**config.mk**
```make
export PLATFORM = sky130hd
export DESIGN_NAME = chm_ctrl
export DESIGN_NICKNAME = d
export VERILOG_FILES = /design/src/rtl/chm_pkg.sv /design/src/rtl/chm_ctrl.sv
export SDC_FILE = /design/constraint.sdc
export NUM_CORES = 1
export LEC_CHECK = 0
export ABC_AREA = 1
export BUFFER_PORTS_ARGS = -buffer_cell sky130_fd_sc_hd__clkbuf_2
export CORE_MARGIN = 5
export CORE_UTILIZATION = 46
export DETAILED_ROUTE_END_ITERATION = 8
export GPL_ROUTABILITY_DRIVEN = 0
export PLACE_DENSITY = 0.77
export SLEW_MARGIN = 20
export SYNTH_ARGS = -nofsm -noshare
export SYNTH_HDL_FRONTEND = slang
export SYNTH_SLANG_ARGS = --single-unit
```
**constraint.sdc**
```tcl
create_clock -name clk -period 1.6 [get_ports clk]
set_clock_uncertainty 0.2 [all_clocks]
set_input_delay 0.08 -clock clk [delete_from_list [all_inputs] [get_ports clk]]
set_output_delay 0.08 -clock clk [all_outputs]
set_load 0.005 [all_outputs]
```
**src/rtl/chm_pkg.sv**
```systemverilog
package chm_pkg;

	localparam int POOL_ENTRIES = 2048;
	localparam int BUCKET_COUNT = 4096;
	localparam int EPOCH_BITS   = 16;

	localparam int NODE_W = $clog2(POOL_ENTRIES);
	localparam int BKT_W  = $clog2(BUCKET_COUNT);
	localparam int STEP_W = NODE_W + 1;

	localparam logic [63:0] HM_GOLDEN = 64'h9e3779b97f4a7c15;
	localparam logic [63:0] HM_MUL1   = 64'hbf58476d1ce4e5b9;
	localparam logic [63:0] HM_MUL2   = 64'h94d049bb133111eb;

	localparam logic [2:0] ACT_ACCESS   = 3'd0;
	localparam logic [2:0] ACT_WRITE    = 3'd1;
	localparam logic [2:0] ACT_CONTAINS = 3'd2;
	localparam logic [2:0] ACT_ERASE    = 3'd3;
	localparam logic [2:0] ACT_CLEAR    = 3'd4;

	localparam logic [1:0] ST_FOUND    = 2'd0;
	localparam logic [1:0] ST_INSERTED = 2'd1;
	localparam logic [1:0] ST_MISS     = 2'd2;
	localparam logic [1:0] ST_FULL     = 2'd3;

	localparam logic [1:0] RV_ZERO = 2'd0;
	localparam logic [1:0] RV_RAM  = 2'd1;
	localparam logic [1:0] RV_WV   = 2'd2;

	localparam logic [2:0] HOP_NONE = 3'd0;
	localparam logic [2:0] HOP_ADD  = 3'd1;
	localparam logic [2:0] HOP_P0   = 3'd2;
	localparam logic [2:0] HOP_P1   = 3'd3;
	localparam logic [2:0] HOP_P2   = 3'd4;
	localparam logic [2:0] HOP_FIN  = 3'd5;

	typedef struct packed {
		logic       latch;
		logic [2:0] hop;
		logic       hround;
		logic       head_chk;
		logic       advance;
		logic       rd_free;
		logic       take_free;
		logic       take_top;
		logic       ins;
		logic       ins_wv;
		logic       wr_found;
		logic       unlink;
		logic       recycle;
		logic       do_clear;
		logic       clr_start;
		logic       clr_step;
		logic       fin;
		logic [1:0] fin_status;
		logic [1:0] rv_sel;
	} chm_cmd_t;

	typedef struct packed {
		logic walk_end;
		logic key_hit;
		logic free_avail;
		logic pool_full;
		logic epoch_wrap;
		logic clr_last;
	} chm_stat_t;

endpackage

```
**src/rtl/chm_ctrl.sv**
```systemverilog
module chm_ctrl import chm_pkg::*; (
	input  logic      clk,
	input  logic      arst_n,
	input  logic      start,
	input  logic [2:0] action,
	input  chm_stat_t stat,
	output chm_cmd_t  cmd,
	output logic      busy
);

	localparam logic [4:0] S_CLR   = 5'd0;
	localparam logic [4:0] S_IDLE  = 5'd1;
	localparam logic [4:0] S_HADD  = 5'd2;
	localparam logic [4:0] S_M1A   = 5'd3;
	localparam logic [4:0] S_M1B   = 5'd4;
	localparam logic [4:0] S_M1C   = 5'd5;
	localparam logic [4:0] S_M2A   = 5'd6;
	localparam logic [4:0] S_M2B   = 5'd7;
	localparam logic [4:0] S_M2C   = 5'd8;
	localparam logic [4:0] S_HFIN  = 5'd9;
	localparam logic [4:0] S_RDB   = 5'd10;
	localparam logic [4:0] S_HCHK  = 5'd11;
	localparam logic [4:0] S_WRD   = 5'd12;
	localparam logic [4:0] S_WCMP  = 5'd13;
	localparam logic [4:0] S_ALRD  = 5'd14;
	localparam logic [4:0] S_ALGET = 5'd15;
	localparam logic [4:0] S_INS   = 5'd16;
	localparam logic [4:0] S_ER1   = 5'd17;
	localparam logic [4:0] S_ER2   = 5'd18;

	logic [4:0] state_q, state_d;
	logic [2:0] act_q;

	assign busy = (state_q != S_IDLE);

	always_ff @(posedge clk or negedge arst_n) begin
		if (!arst_n) begin
			state_q <= S_CLR;
			act_q   <= ACT_ACCESS;
		end else begin
			state_q <= state_d;
			if (cmd.latch) begin
				act_q <= action;
			end
		end
	end

	always_comb begin
		cmd        = '0;
		state_d    = state_q;
		unique case (state_q)
			S_CLR: begin
				cmd.clr_step = 1'b1;
				if (stat.clr_last) begin
					state_d = S_IDLE;
				end
			end
			S_IDLE: begin
				if (start) begin
					cmd.latch = 1'b1;
					if (action == ACT_CLEAR) begin
						cmd.do_clear   = 1'b1;
						cmd.fin        = 1'b1;
						cmd.fin_status = ST_FOUND;
						cmd.rv_sel     = RV_ZERO;
						if (stat.epoch_wrap) begin
							cmd.clr_start = 1'b1;
							state_d       = S_CLR;
						end
					end else if (action > ACT_CLEAR) begin
						cmd.fin        = 1'b1;
						cmd.fin_status = ST_MISS;
						cmd.rv_sel     = RV_ZERO;
					end else begin
						state_d = S_HADD;
					end
				end
			end
			S_HADD: begin
				cmd.hop = HOP_ADD;
				state_d = S_M1A;
			end
			S_M1A: begin
				cmd.hop = HOP_P0;
				state_d = S_M1B;
			end
			S_M1B: begin
				cmd.hop = HOP_P1;
				state_d = S_M1C;
			end
			S_M1C: begin
				cmd.hop = HOP_P2;
				state_d = S_M2A;
			end
			S_M2A: begin
				cmd.hop    = HOP_P0;
				cmd.hround = 1'b1;
				state_d    = S_M2B;
			end
			S_M2B: begin
				cmd.hop    = HOP_P1;
				cmd.hround = 1'b1;
				state_d    = S_M2C;
			end
			S_M2C: begin
				cmd.hop    = HOP_P2;
				cmd.hround = 1'b1;
				state_d    = S_HFIN;
			end
			S_HFIN: begin
				cmd.hop = HOP_FIN;
				state_d = S_RDB;
			end
			S_RDB: begin
				state_d = S_HCHK;
			end
			S_HCHK: begin
				cmd.head_chk = 1'b1;
				state_d      = S_WRD;
			end
			S_WRD: begin
				if (stat.walk_end) begin
					if (act_q == ACT_ACCESS || act_q == ACT_WRITE) begin
						if (stat.free_avail) begin
							state_d = S_ALRD;
						end else if (stat.pool_full) begin
							cmd.fin        = 1'b1;
							cmd.fin_status = ST_FULL;
							cmd.rv_sel     = RV_ZERO;
							state_d        = S_IDLE;
						end else begin
							cmd.take_top = 1'b1;
							state_d      = S_INS;
						end
					end else begin
						cmd.fin        = 1'b1;
						cmd.fin_status = ST_MISS;
						cmd.rv_sel     = RV_ZERO;
						state_d        = S_IDLE;
					end
				end else begin
					state_d = S_WCMP;
				end
			end
			S_WCMP: begin
				if (stat.key_hit) begin
					if (act_q == ACT_ERASE) begin
						state_d = S_ER1;
					end else begin
						cmd.fin        = 1'b1;
						cmd.fin_status = ST_FOUND;
						if (act_q == ACT_ACCESS) begin
							cmd.rv_sel = RV_RAM;
						end else if (act_q == ACT_WRITE) begin
							cmd.wr_found = 1'b1;
							cmd.rv_sel   = RV_WV;
						end else begin
							cmd.rv_sel = RV_ZERO;
						end
						state_d = S_IDLE;
					end
				end else begin
					cmd.advance = 1'b1;
					state_d     = S_WRD;
				end
			end
			S_ALRD: begin
				cmd.rd_free = 1'b1;
				state_d     = S_ALGET;
			end
			S_ALGET: begin
				cmd.take_free = 1'b1;
				state_d       = S_INS;
			end
			S_INS: begin
				cmd.ins        = 1'b1;
				cmd.ins_wv     = (act_q == ACT_WRITE);
				cmd.fin        = 1'b1;
				cmd.fin_status = ST_INSERTED;
				cmd.rv_sel     = (act_q == ACT_WRITE) ? RV_WV : RV_ZERO;
				state_d        = S_IDLE;
			end
			S_ER1: begin
				cmd.unlink = 1'b1;
				state_d    = S_ER2;
			end
			S_ER2: begin
				cmd.recycle    = 1'b1;
				cmd.fin        = 1'b1;
				cmd.fin_status = ST_FOUND;
				cmd.rv_sel     = RV_ZERO;
				state_d        = S_IDLE;
			end
			default: begin
				state_d = S_IDLE;
			end
		endcase
	end

	a_fin_returns: assert property (@(posedge clk) disable iff (!arst_n)
		cmd.fin |=> (state_q == S_IDLE || state_q == S_CLR))
		else $error("transaction finished without returning to idle");

	a_lookup_hashes: assert property (@(posedge clk) disable iff (!arst_n)
		(state_q == S_IDLE && start && action <= ACT_ERASE) |=> (state_q == S_HADD))
		else $error("lookup transaction did not start hashing");

endmodule

```
==> summary.md, run 1 <==
| Metric | Value |
|---|---|
| Crit. endpoint post-GRT repair | `cmd[4]` |
| Err | `[ERROR DPL-0038] Utilization greater than 100%, impossible to legalize` |
| Syn_nets | `150` |
| Netlist Area Pre-Place | `811 um2` |
| Synth area leaders | `dfrtp_1 (25%), nand2_1 (13%), nor2_1 (13%)` |
| Port bufs | `35` |
| Main flop type after synthesis | `dfrtp_1` |
| Post-synth EDFFs | `0` |
| Asr flop ratio synth | `1.00` |
| Sink Count | `8` |
| Stage reached | `global routing` |
| FP Rows | `15` |
| WEP type | `primary output` |
| H-tree depth | `1` |
| Die H | `52.0 um` |
| Synth area leader | `dfrtp_1` |
| Die width | `52.0 um` |
| CTS Buf Count | `3` |
| Synth unique cells | `20` |
| Top Ports | `36` |
| Syn Inst Count | `138` |
| Starting Density | `0.475` |
| Synth warn | `0` |
| Syn avg cell area | `5.88 um2` |
| Area share of the largest cell type after synthesis | `0.247` |
| Pin count of the biggest net entering global routing | `9` |
| Root Buffer Master | `clkbuf_4` |
| Outcome | `did not finish` |
| Seq/Total Area, Yosys | `0.247` |
| FF+latch count, synth | `8` |
| Detail Placement HPWL | `2140 um` |
| Maximum clock path buffer count | `2` |
## repair_timing
item | 4_1_cts
resized for setup | 34
buffers inserted | 21
hold endpoints to repair | 12
endpoints found under the setup margin | 19
hold buffers | 5
pin swaps | 12
## logic make-up after synthesis
logic type / share of synthesized area
compound gates: 0.125
buf+inv: 0.0972
flops: 0.247
simple gates: 0.531
## cells in the mapped netlist, types with 2 or more instances
master,count
inv_1,15
nand2_2,5
a21oi_1,4
nor2_1,27
nand3_1,15
nand2_1,27
nor2_2,7
nor3_1,4
nor2_4,2
o21ai_0,10
dfrtp_1,8
inv_2,6
## through the flow
step                setup WS (ns)  hold slack [ns]  area, um2  cells  setup TNS, ns
global placement          -0.0393           -0.258       1110    210        -0.0897
CTS                        -0.129           0.0181       1450    239          -1.50
floorplan                   0.128           -0.416        811    138              0
detailed placement        -0.0515           -0.260       1110    210         -0.137
==> run 2, diff against run 1 <==
--- a/config.mk
+++ b/config.mk
@@ -7,11 +7,11 @@
 export LEC_CHECK = 0
 export ABC_AREA = 1
 export BUFFER_PORTS_ARGS = -buffer_cell sky130_fd_sc_hd__clkbuf_2
-export CORE_MARGIN = 5
-export CORE_UTILIZATION = 46
+export CORE_AREA = 5 5 66 68
 export DETAILED_ROUTE_END_ITERATION = 8
+export DIE_AREA = 0 0 71 73
 export GPL_ROUTABILITY_DRIVEN = 0
-export PLACE_DENSITY = 0.77
+export PLACE_DENSITY_LB_ADDON = 0.15
 export SLEW_MARGIN = 20
 export SYNTH_ARGS = -nofsm -noshare
 export SYNTH_HDL_FRONTEND = slang
==> run 2 against run 1 <==
Compared with the run above:
- the flow now finishes, with violations (negative setup slack)
- synthesized cell count stayed put
- synthesized area is the same
==> summary.md, run 2 <==
| Metric | Value |
|---|---|
| Detail Placement HPWL | `2600 um` |
| Post-synth EDFFs | `0` |
| Fmax | `564 MHz` |
| Syn avg cell area | `5.88 um2` |
| Nets | `250` |
| P_sw | `0.00121 W` |
| Final setup margin | `-0.174 ns` |
| Synth warn | `0` |
| Layout fillers | `396` |
| Setup violators final | `26` |
| RSZ-0062 raised after global routing | `true` |
| Syn Inst Count | `138` |
| Ant diodes | `0` |
| Maximum vdd drop | `0.000620 V` |
| Relative slew slack | `0.807` |
| Crit path time final | `1.77 ns` |
| Synth cell count leaders | `nand2_1 (27), nor2_1 (27), inv_1 (15), nand3_1 (15), o21ai_0 (10)` |
| CP Class | `reg2reg` |
| Clock Power Share | `0.088` |
| Max Cap Violations | `0` |
| Asr flop ratio synth | `1.00` |
| Synth area leader | `dfrtp_1` |
| Critical path capture point type | `flip-flop` |
| WP data required | `1.50 ns` |
| Final Hold Fails | `0` |
| Detailed-route wire length per cell | `12.6 um` |
| Share of layout cells above drive strength 1 | `0.665` |
| Top Ports | `36` |
| Total GRT Usage | `0.142` |
| Die H | `73 um` |
| 1st-pass router iterations | `4` |
| Worst Hold Class | `in2async` |
| Crit start category | `flip-flop` |
| CP Max Fanout | `4` |
| Reg power frac | `0.146` |
| Switching share of power | `0.452` |
| CORE AREA | `0.00380 mm2` |
| Seq/Total Area, Yosys | `0.247` |
| Leak | `0.941 nW` |
| Die width | `71 um` |
| Max Slew Vio Count | `0` |
| H-tree depth | `1` |
| CTS tree | `yes` |
| Skew-Pair Late Insertion Delay | `0.22 ns` |
| First-pass GRT wire length | `5910 um` |
| Crit path DAT | `1.68 ns` |
| Synth unique cells | `20` |
| Synth area leaders | `dfrtp_1 (25%), nand2_1 (13%), nor2_1 (13%)` |
| WL final | `3620 um` |
| Antenna Nets Post-Route | `0` |
| Pin count of the biggest net entering global routing | `9` |
| Largest registers | `state_q (5), act_q (3)` |
| Netlist Area Pre-Place | `811 um2` |
| Design area | `0.00186 mm2` |
| Worst slew pin tran | `0.288 ns` |
| Vias in the first global route | `1296` |
| Starting DRT DRC Count | `50` |
| Root Buffer Master | `clkbuf_8` |
| Max reg flops | `5` |
| Outcome | `finished with violations` |
| Starting Density | `0.213` |
| Placed cell area | `0.00126 mm2` |
| Antenna violations before repair | `0` |
| Area share of the largest cell type after synthesis | `0.247` |
| Total grt overflow | `0` |
| Internal power | `0.00146 W` |
| Commonest non-fill, non-tap cells in the layout | `buf_4 (49), clkbuf_2 (25), nand2_1 (20)` |
| CTS Buf Count | `3` |
| Die area | `0.00518 mm2` |
| Port bufs | `35` |
| Largest reg by FF count | `state_q` |
| FP Rows | `23` |
| Main flop type after synthesis | `dfrtp_1` |
| Maximum clock path buffer count | `2` |
| Final period util | `1.11` |
| Remaining DRCs | `0` |
| Sink Count | `8` |
| DR vias/cell | `4.42` |
| Violated checks | `negative setup slack` |
| DR vias | `1264` |
| Syn_nets | `150` |
| Final hold slack | `0.0386 ns` |
| Clk pin slew, worst setup/hold paths | `0.04 ns` |
| FF+latch count, synth | `8` |
| Logic pwr share | `0.766` |
| Area growth syn-to-layout | `129%` |
| Most common cell after layout, fill and taps aside | `buf_4` |
| Util after Layout | `0.490` |
| Pwr dens | `1430 mW/mm2` |
## run 2: cell counts after synthesis
No cell type changed its count.
## run 2: metal layers
metal  routed length [um]  GRT usage
met5                    0          0
met4                   40     0.0397
met3                  108     0.0344
met2                 2060      0.267
met1                 1410      0.158
## run 2: cell type report
cell class                      instances  area, um2  share of cell area
Timing Repair Buffer                   95        677               0.364
Sequential cell                         8        205               0.110
Multi-Input combinational cell        109        783               0.421
Inverter                               21       91.3              0.0491
Tap cell                               50       62.6              0.0336
Clock buffer                            3       41.3              0.0222
## run 2: metrics by stage
| step | cells | TNS, ns | total power [W] | worst slack (ns) |
|---|---|---|---|---|
| floorplan | 138 | 0 | 0.00103 | 0.128 |
| global placement | 251 | -0.168 | 0.00163 | -0.0457 |
| detailed placement | 251 | -0.146 | 0.00164 | -0.0607 |
| CTS | 278 | -1.75 | 0.00233 | -0.154 |
| global route | 286 | -4.35 | 0.00290 | -0.254 |
| finish | 286 | -2.10 | 0.00267 | -0.174 |
## run 2: final timing paths
kind	start	to	slack (ns)	depth (start not counted)
worst max-delay path	state_q[3]	state_q[1]	-0.17	8
worst min-delay path	arst_n	state_q[4]	0.04	2
worst max register to register	state_q[3]	state_q[1]	-0.17	8
worst min register to register	act_q[0]	act_q[0]	0.38	2
max in group asynchronous	arst_n	state_q[1]	0.96	2
min in group clk	stat[0]	state_q[0]	0.07	5
## run 2: what timing repair did
| item | 4_1_cts | 5_1_grt |
|---|---|---|
| hold buffers | 4 | 0 |
| resized for setup | 49 | 40 |
| setup buffers | 20 | 8 |
| setup endpoints to repair | 21 | 29 |
| endpoints found under the hold margin | 11 | 0 |
| pin swaps | 12 | 11 |
## run 2: kinds of logic after synthesis
kind of cell | share of synthesized area
flops | 0.247
compound gates | 0.125
simple gates | 0.531
buf+inv | 0.0972
## run 2: power groups by stage
stage               logic, W  clock network, W  registers (W)
finish               0.00205          0.000235       0.000389
global route         0.00224          0.000260       0.000401
CTS                  0.00169          0.000248       0.000394
detailed placement   0.00126                 0       0.000374
global placement     0.00126                 0       0.000370
floorplan           0.000673                 0       0.000353
## run 2: critical path, stage by stage, from the launching register on
cell     delay (ns)
dfrtp_2        0.44
buf_4          0.15
nand3_4        0.12
buf_4          0.16
nor2_4         0.05
nor2_2         0.16
o21ai_1        0.10
nor3_1         0.20
nor2_1         0.07
Power figures use the tool's default switching activity.
==> run 3, diff against run 2 <==
--- a/config.mk
+++ b/config.mk
@@ -7,6 +7,7 @@
 export LEC_CHECK = 0
 export ABC_AREA = 1
 export BUFFER_PORTS_ARGS = -buffer_cell sky130_fd_sc_hd__clkbuf_2
+export CAP_MARGIN = 20
 export CORE_AREA = 5 5 66 68
 export DETAILED_ROUTE_END_ITERATION = 8
 export DIE_AREA = 0 0 71 73
==> constraint.sdc (replaced) <==
create_clock -name clk -period 1.5 [get_ports clk]
set_clock_uncertainty 0.2 [all_clocks]
set_input_delay 0.075 -clock clk [delete_from_list [all_inputs] [get_ports clk]]
set_output_delay 0.075 -clock clk [all_outputs]
set_load 0.005 [all_outputs]
==> run 3 against run 2 <==
Compared with the run above:
- the run still ends with negative setup slack left
- non-clock buffer count rose by 7
- global-route usage fell by 0.34 points
- combinational power increased by 23%
- clock-buffer cell count did not move
- via count rose by 2.7%
- cell area is 14% higher
- clock power increased by 8%
- die area unchanged
- final cell count is 2.4% higher
- wire length rose by 13%
- hold slack got worse by 0.0076 ns
- total power rose by 21%
- critical endpoint is now cmd[4]
- largest cell class unchanged
==> summary.md, run 3 (same netlist as run 2, synthesis figures left out) <==
| Metric | Value |
|---|---|
| Final setup margin | `-0.294 ns` |
| First-pass GRT wire length | `5700 um` |
| Layout fillers | `371` |
| CTS tree | `yes` |
| Antenna violations before repair | `0` |
| Util after Layout | `0.560` |
| Die width | `71 um` |
| Starting DRT DRC Count | `59` |
| Die H | `73 um` |
| H-tree depth | `1` |
| Max Slew Vio Count | `0` |
| Area of the multi-input gates | `887 um2` |
| WL final | `4090 um` |
| RSZ-0062 raised after global routing | `true` |
| Final period util | `1.20` |
| Setup violators final | `29` |
| Largest reg by FF count | `state_q` |
| Clock Power Share | `0.079` |
| Vias in the first global route | `1239` |
| CTS Buf Count | `3` |
| Crit path DAT | `1.52 ns` |
| Placed cell area | `0.00134 mm2` |
| Fmax | `557 MHz` |
| Max reg flops | `5` |
| R2R depth | `12` |
| CP Max Fanout | `5` |
| Die area | `0.00518 mm2` |
| Root Buffer Master | `clkbuf_8` |
| CORE AREA | `0.00380 mm2` |
| Top Ports | `36` |
| Placed cells | `262` |
| Commonest non-fill, non-tap cells in the layout | `buf_4 (34), buf_6 (33), nand2_1 (20)` |
| Crit path time final | `1.79 ns` |
| Logic pwr share | `0.785` |
| Switching share of power | `0.463` |
| Pin count of the biggest net entering global routing | `9` |
| Worst slew pin tran | `0.235 ns` |
| Reg2reg end | `state_q[0]` |
| RR Startpoint | `state_q[4]` |
| Pwr dens | `1510 mW/mm2` |
| Starting Density | `0.213` |
| 1st-pass router iterations | `4` |
| FP Rows | `23` |
| Remaining DRCs | `0` |
| Area growth syn-to-layout | `162%` |
| Crit start category | `flip-flop` |
| Design area | `0.00213 mm2` |
| Pre-CTS setup slack | `-0.170 ns` |
| Total grt overflow | `0` |
| DR vias/cell | `4.43` |
| Most common cell after layout, fill and taps aside | `buf_4` |
| Ant diodes | `0` |
| Maximum vdd drop | `0.000747 V` |
| DR vias | `1298` |
| Final Hold Fails | `0` |
| Max Cap Violations | `0` |
| P_sw | `0.00149 W` |
| Share of layout cells above drive strength 1 | `0.708` |
| Antenna Nets Post-Route | `0` |
| Reg power frac | `0.136` |
| Nets | `257` |
| Worst Hold Class | `in2async` |
| Fin cells | `293` |
| Maximum clock path buffer count | `2` |
| Worst reg2reg setup slack | `-0.24 ns` |
| Internal power | `0.00173 W` |
| WP data required | `1.22 ns` |
| Clk pin slew, worst setup/hold paths | `0.04 ns` |
| Largest registers | `state_q (5), act_q (3)` |
| Violated checks | `negative setup slack` |
| Critical path capture point type | `output pin` |
| Leak | `1.06 nW` |
| Relative slew slack | `0.841` |
| Port bufs | `35` |
| Total GRT Usage | `0.138` |
| FF/Latch Area | `205 um2` |
| Detailed-route wire length per cell | `13.9 um` |
| Outcome | `finished with violations` |
| Skew-Pair Late Insertion Delay | `0.23 ns` |
| Detail Placement HPWL | `2620 um` |
| Sink Count | `8` |
| CP Class | `reg2out` |
-- run 3: critical path, stage by stage, from the launching register on --
cell       delay (ns)
dfrtp_1          0.41
inv_4            0.12
nand3_4          0.14
nor2_4           0.16
nand2_4          0.08
a21oi_2          0.12
inv_2            0.05
o2111ai_2        0.05
buf_2            0.15
-- run 3: cell type report --
cell class | count | share of cell area
well taps | 50 | 0.0294
inverters | 21 | 0.0441
clock buffers | 3 | 0.0194
repair buffers | 102 | 0.394
multi-input cells | 109 | 0.417
flip-flops and latches | 8 | 0.0965
-- run 3: power by group through the flow --
stage / Combinational [W] / Clock, W / Sequential (W)
floorplan: 0.000718 / 0 / 0.000377
global placement: 0.00141 / 0 / 0.000392
detailed placement: 0.00141 / 0 / 0.000398
CTS: 0.00185 / 0.000263 / 0.000423
global route: 0.00273 / 0.000275 / 0.000446
finish: 0.00253 / 0.000254 / 0.000438
-- run 3: per-layer routing --
layer,vias up,share of wire,wire length (um),GRT usage
met5,-,0,0,0
met4,0,0.012,50,0.0397
met3,4,0.035,141,0.0303
met2,31,0.56,2310,0.255
met1,608,0.39,1590,0.159
li1,655,-,-,-
-- run 3: repair_timing --
item,in CTS,in global routing
gates resized for setup,46,96
setup buffers,14,14
hold buffers,4,0
endpoints found under the hold margin,11,0
setup endpoints to repair,32,32
pin swaps,9,16
-- run 3: through the flow --
stage | TNS (ns) | total power, W | hold WS [ns]
finish | -5.44 | 0.00322 | 0.0310
global route | -7.45 | 0.00345 | 0.0601
CTS | -4.66 | 0.00254 | 0.0390
detailed placement | -1.38 | 0.00181 | -0.267
global placement | -1.29 | 0.00180 | -0.269
floorplan | 0 | 0.00110 | -0.421
-- run 3: worst max path at each step --
stage | start | endpoint | slack, ns | depth (start not counted)
2_1_floorplan | state_q[2] | state_q[1] | 0.03 | 8
3_3_place_gp | state_q[2] | state_q[0] | -0.17 | 8
3_5_place_dp | state_q[4] | state_q[0] | -0.17 | 9
4_1_cts | state_q[4] | cmd[4] | -0.25 | 8
5_1_grt | state_q[1] | cmd[6] | -0.38 | 8
6_report | state_q[4] | cmd[4] | -0.29 | 8
==> run 4, diff against run 3 <==
==> constraint.sdc (replaced) <==
create_clock -name clk -period 1.5 [get_ports clk]
set_clock_uncertainty 0.2 [all_clocks]
set_input_delay 0.3 -clock clk [delete_from_list [all_inputs] [get_ports clk]]
set_output_delay 0.3 -clock clk [all_outputs]
set_load 0.005 [all_outputs]
==> run 4 against run 3 <==
Compared with the run above:
- the flow still finishes with violations (negative setup slack)
- final cell count is 2.7% lower
- flip-flop and latch count stayed put
- fmax is 9.6% lower
- largest power group unchanged
==> summary.md, run 4 (same netlist as run 2, synthesis figures left out) <==
| Metric | Value |
|---|---|
| Total grt overflow | `0` |
| Die H | `73 um` |
| Maximum clock path buffer count | `2` |
| Logic pwr share | `0.771` |
| Final setup margin | `-0.484 ns` |
| Antenna violations before repair | `0` |
| Setup violators final | `29` |
| RR Startpoint | `state_q[4]` |
| Root Buffer Master | `clkbuf_8` |
| Detailed-route wire length per cell | `11.8 um` |
| Fmax | `504 MHz` |
| WP data required | `1.00 ns` |
| Outcome | `finished with violations` |
| Relative slew slack | `0.771` |
| Reg2reg end | `state_q[0]` |
| CTS tree | `yes` |
| Detail Placement HPWL | `2630 um` |
| Max Slew Vio Count | `0` |
| Share of layout cells above drive strength 1 | `0.664` |
| Pin count of the biggest net entering global routing | `9` |
| CP Class | `reg2out` |
| Remaining DRCs | `0` |
| Worst slew pin tran | `0.339 ns` |
| Crit path time final | `1.98 ns` |
| R2R depth | `14` |
| Area growth syn-to-layout | `138%` |
| Internal power | `0.00161 W` |
| Starting Density | `0.213` |
| Max Cap Violations | `0` |
| Crit path DAT | `1.48 ns` |
| Skew-Pair Late Insertion Delay | `0.23 ns` |
| Port bufs | `35` |
| Worst reg2reg setup slack | `-0.35 ns` |
| Total GRT Usage | `0.136` |
| Vias in the first global route | `1280` |
| Antenna Nets Post-Route | `0` |
| Clk pin slew, worst setup/hold paths | `0.04 ns` |
| Die area | `0.00518 mm2` |
| CTS Buf Count | `3` |
| Leak | `0.980 nW` |
| 1st-pass router iterations | `4` |
| Starting DRT DRC Count | `49` |
| Clock Power Share | `0.090` |
| CORE AREA | `0.00380 mm2` |
| Largest registers | `state_q (5), act_q (3)` |
| Sink Count | `8` |
| Top Ports | `36` |
| Worst Hold Class | `in2reg` |
| Max reg flops | `5` |
| Pwr dens | `1510 mW/mm2` |
| FP Rows | `23` |
| H-tree depth | `1` |
| Critical path capture point type | `output pin` |
| Maximum vdd drop | `0.000806 V` |
| Pre-CTS setup slack | `-0.290 ns` |
| Ant diodes | `0` |
| P_sw | `0.00130 W` |
| Commonest non-fill, non-tap cells in the layout | `buf_4 (35), buf_6 (24), nand2_1 (22)` |
| Most common cell after layout, fill and taps aside | `buf_4` |
| DR vias/cell | `4.30` |
| Final Hold Fails | `0` |
| Final period util | `1.32` |
| Crit start category | `flip-flop` |
| Worst hold path endpoint | `act_q[1]` |
| Largest reg by FF count | `state_q` |
| Die width | `71 um` |
| Reg power frac | `0.139` |
| CP Max Fanout | `4` |
| Nets | `248` |
| DR vias | `1226` |
| RSZ-0062 raised after global routing | `true` |
| Worst hold start | `action[1]` |
| Switching share of power | `0.446` |
| Util after Layout | `0.508` |
| WL final | `3370 um` |
| Worst Hold Path Cells | `3` |
| First-pass GRT wire length | `5710 um` |
| Violated checks | `negative setup slack` |
| Final Power | `0.00291 W` |
==> run 4: critical path, stage by stage (launching register included) <==
cell	delay, ns
dfrtp_1	0.39
inv_2	0.11
buf_4	0.14
buf_6	0.12
nand3_4	0.08
nor2_4	0.12
nor2_4	0.06
o21ai_0	0.09
clkbuf_2	0.15
==> run 4: routing by layer <==
metal,wire length (um),global-route usage
met1,1390,0.156
met4,44,0.0334
met3,133,0.0317
met2,1800,0.254
met5,0,0
==> run 4: power groups by stage <==
stage | sequential, W | combinational (W) | clock [W]
3_3_place_gp | 0.000393 | 0.00155 | 0
3_5_place_dp | 0.000401 | 0.00155 | 0
2_1_floorplan | 0.000401 | 0.000768 | 0
4_1_cts | 0.000393 | 0.00206 | 0.000277
6_report | 0.000404 | 0.00224 | 0.000263
5_1_grt | 0.000413 | 0.00246 | 0.000288
==> run 4: how the worst max path moves through the flow <==
stage                    to  cells after the start  startpoint
floorplan            cmd[6]                      7  state_q[3]
global placement     cmd[4]                      8  state_q[0]
detailed placement   cmd[4]                      8  state_q[0]
CTS                  cmd[6]                      8  state_q[3]
global route        cmd[18]                      7  state_q[2]
finish              cmd[18]                      8  state_q[4]
==> run 4: through the flow <==
stage | std cells | TNS [ns] | cell area, um2 | hold slack, ns
final | 285 | -10.40 | 1930 | 0.146
after global routing | 285 | -12.85 | 1930 | 0.162
after CTS | 286 | -10.92 | 1810 | 0.164
after detailed placement | 262 | -4.75 | 1410 | -0.0453
after global placement | 262 | -4.61 | 1410 | -0.0419
after floorplan | 138 | -0.632 | 866 | -0.196
==> run 4: timing repair <==
item | in CTS | in global routing
endpoints found under the setup margin | 30 | 32
gates resized for setup | 53 | 49
cloned | 0 | 0
pin swaps | 15 | 12
hold buffers | 1 | 0
buffers inserted | 22 | 7
hold endpoints to repair | 8 | 0
==> run 4: cell type report <==
type / count / area, um2
Fill cell: 386 / 1870
Multi-Input combinational cell: 109 / 807
Timing Repair Buffer: 93 / 723
Sequential cell: 8 / 204
Inverter: 21 / 86.3
Tap cell: 50 / 62.6
Clock buffer: 4 / 45.0
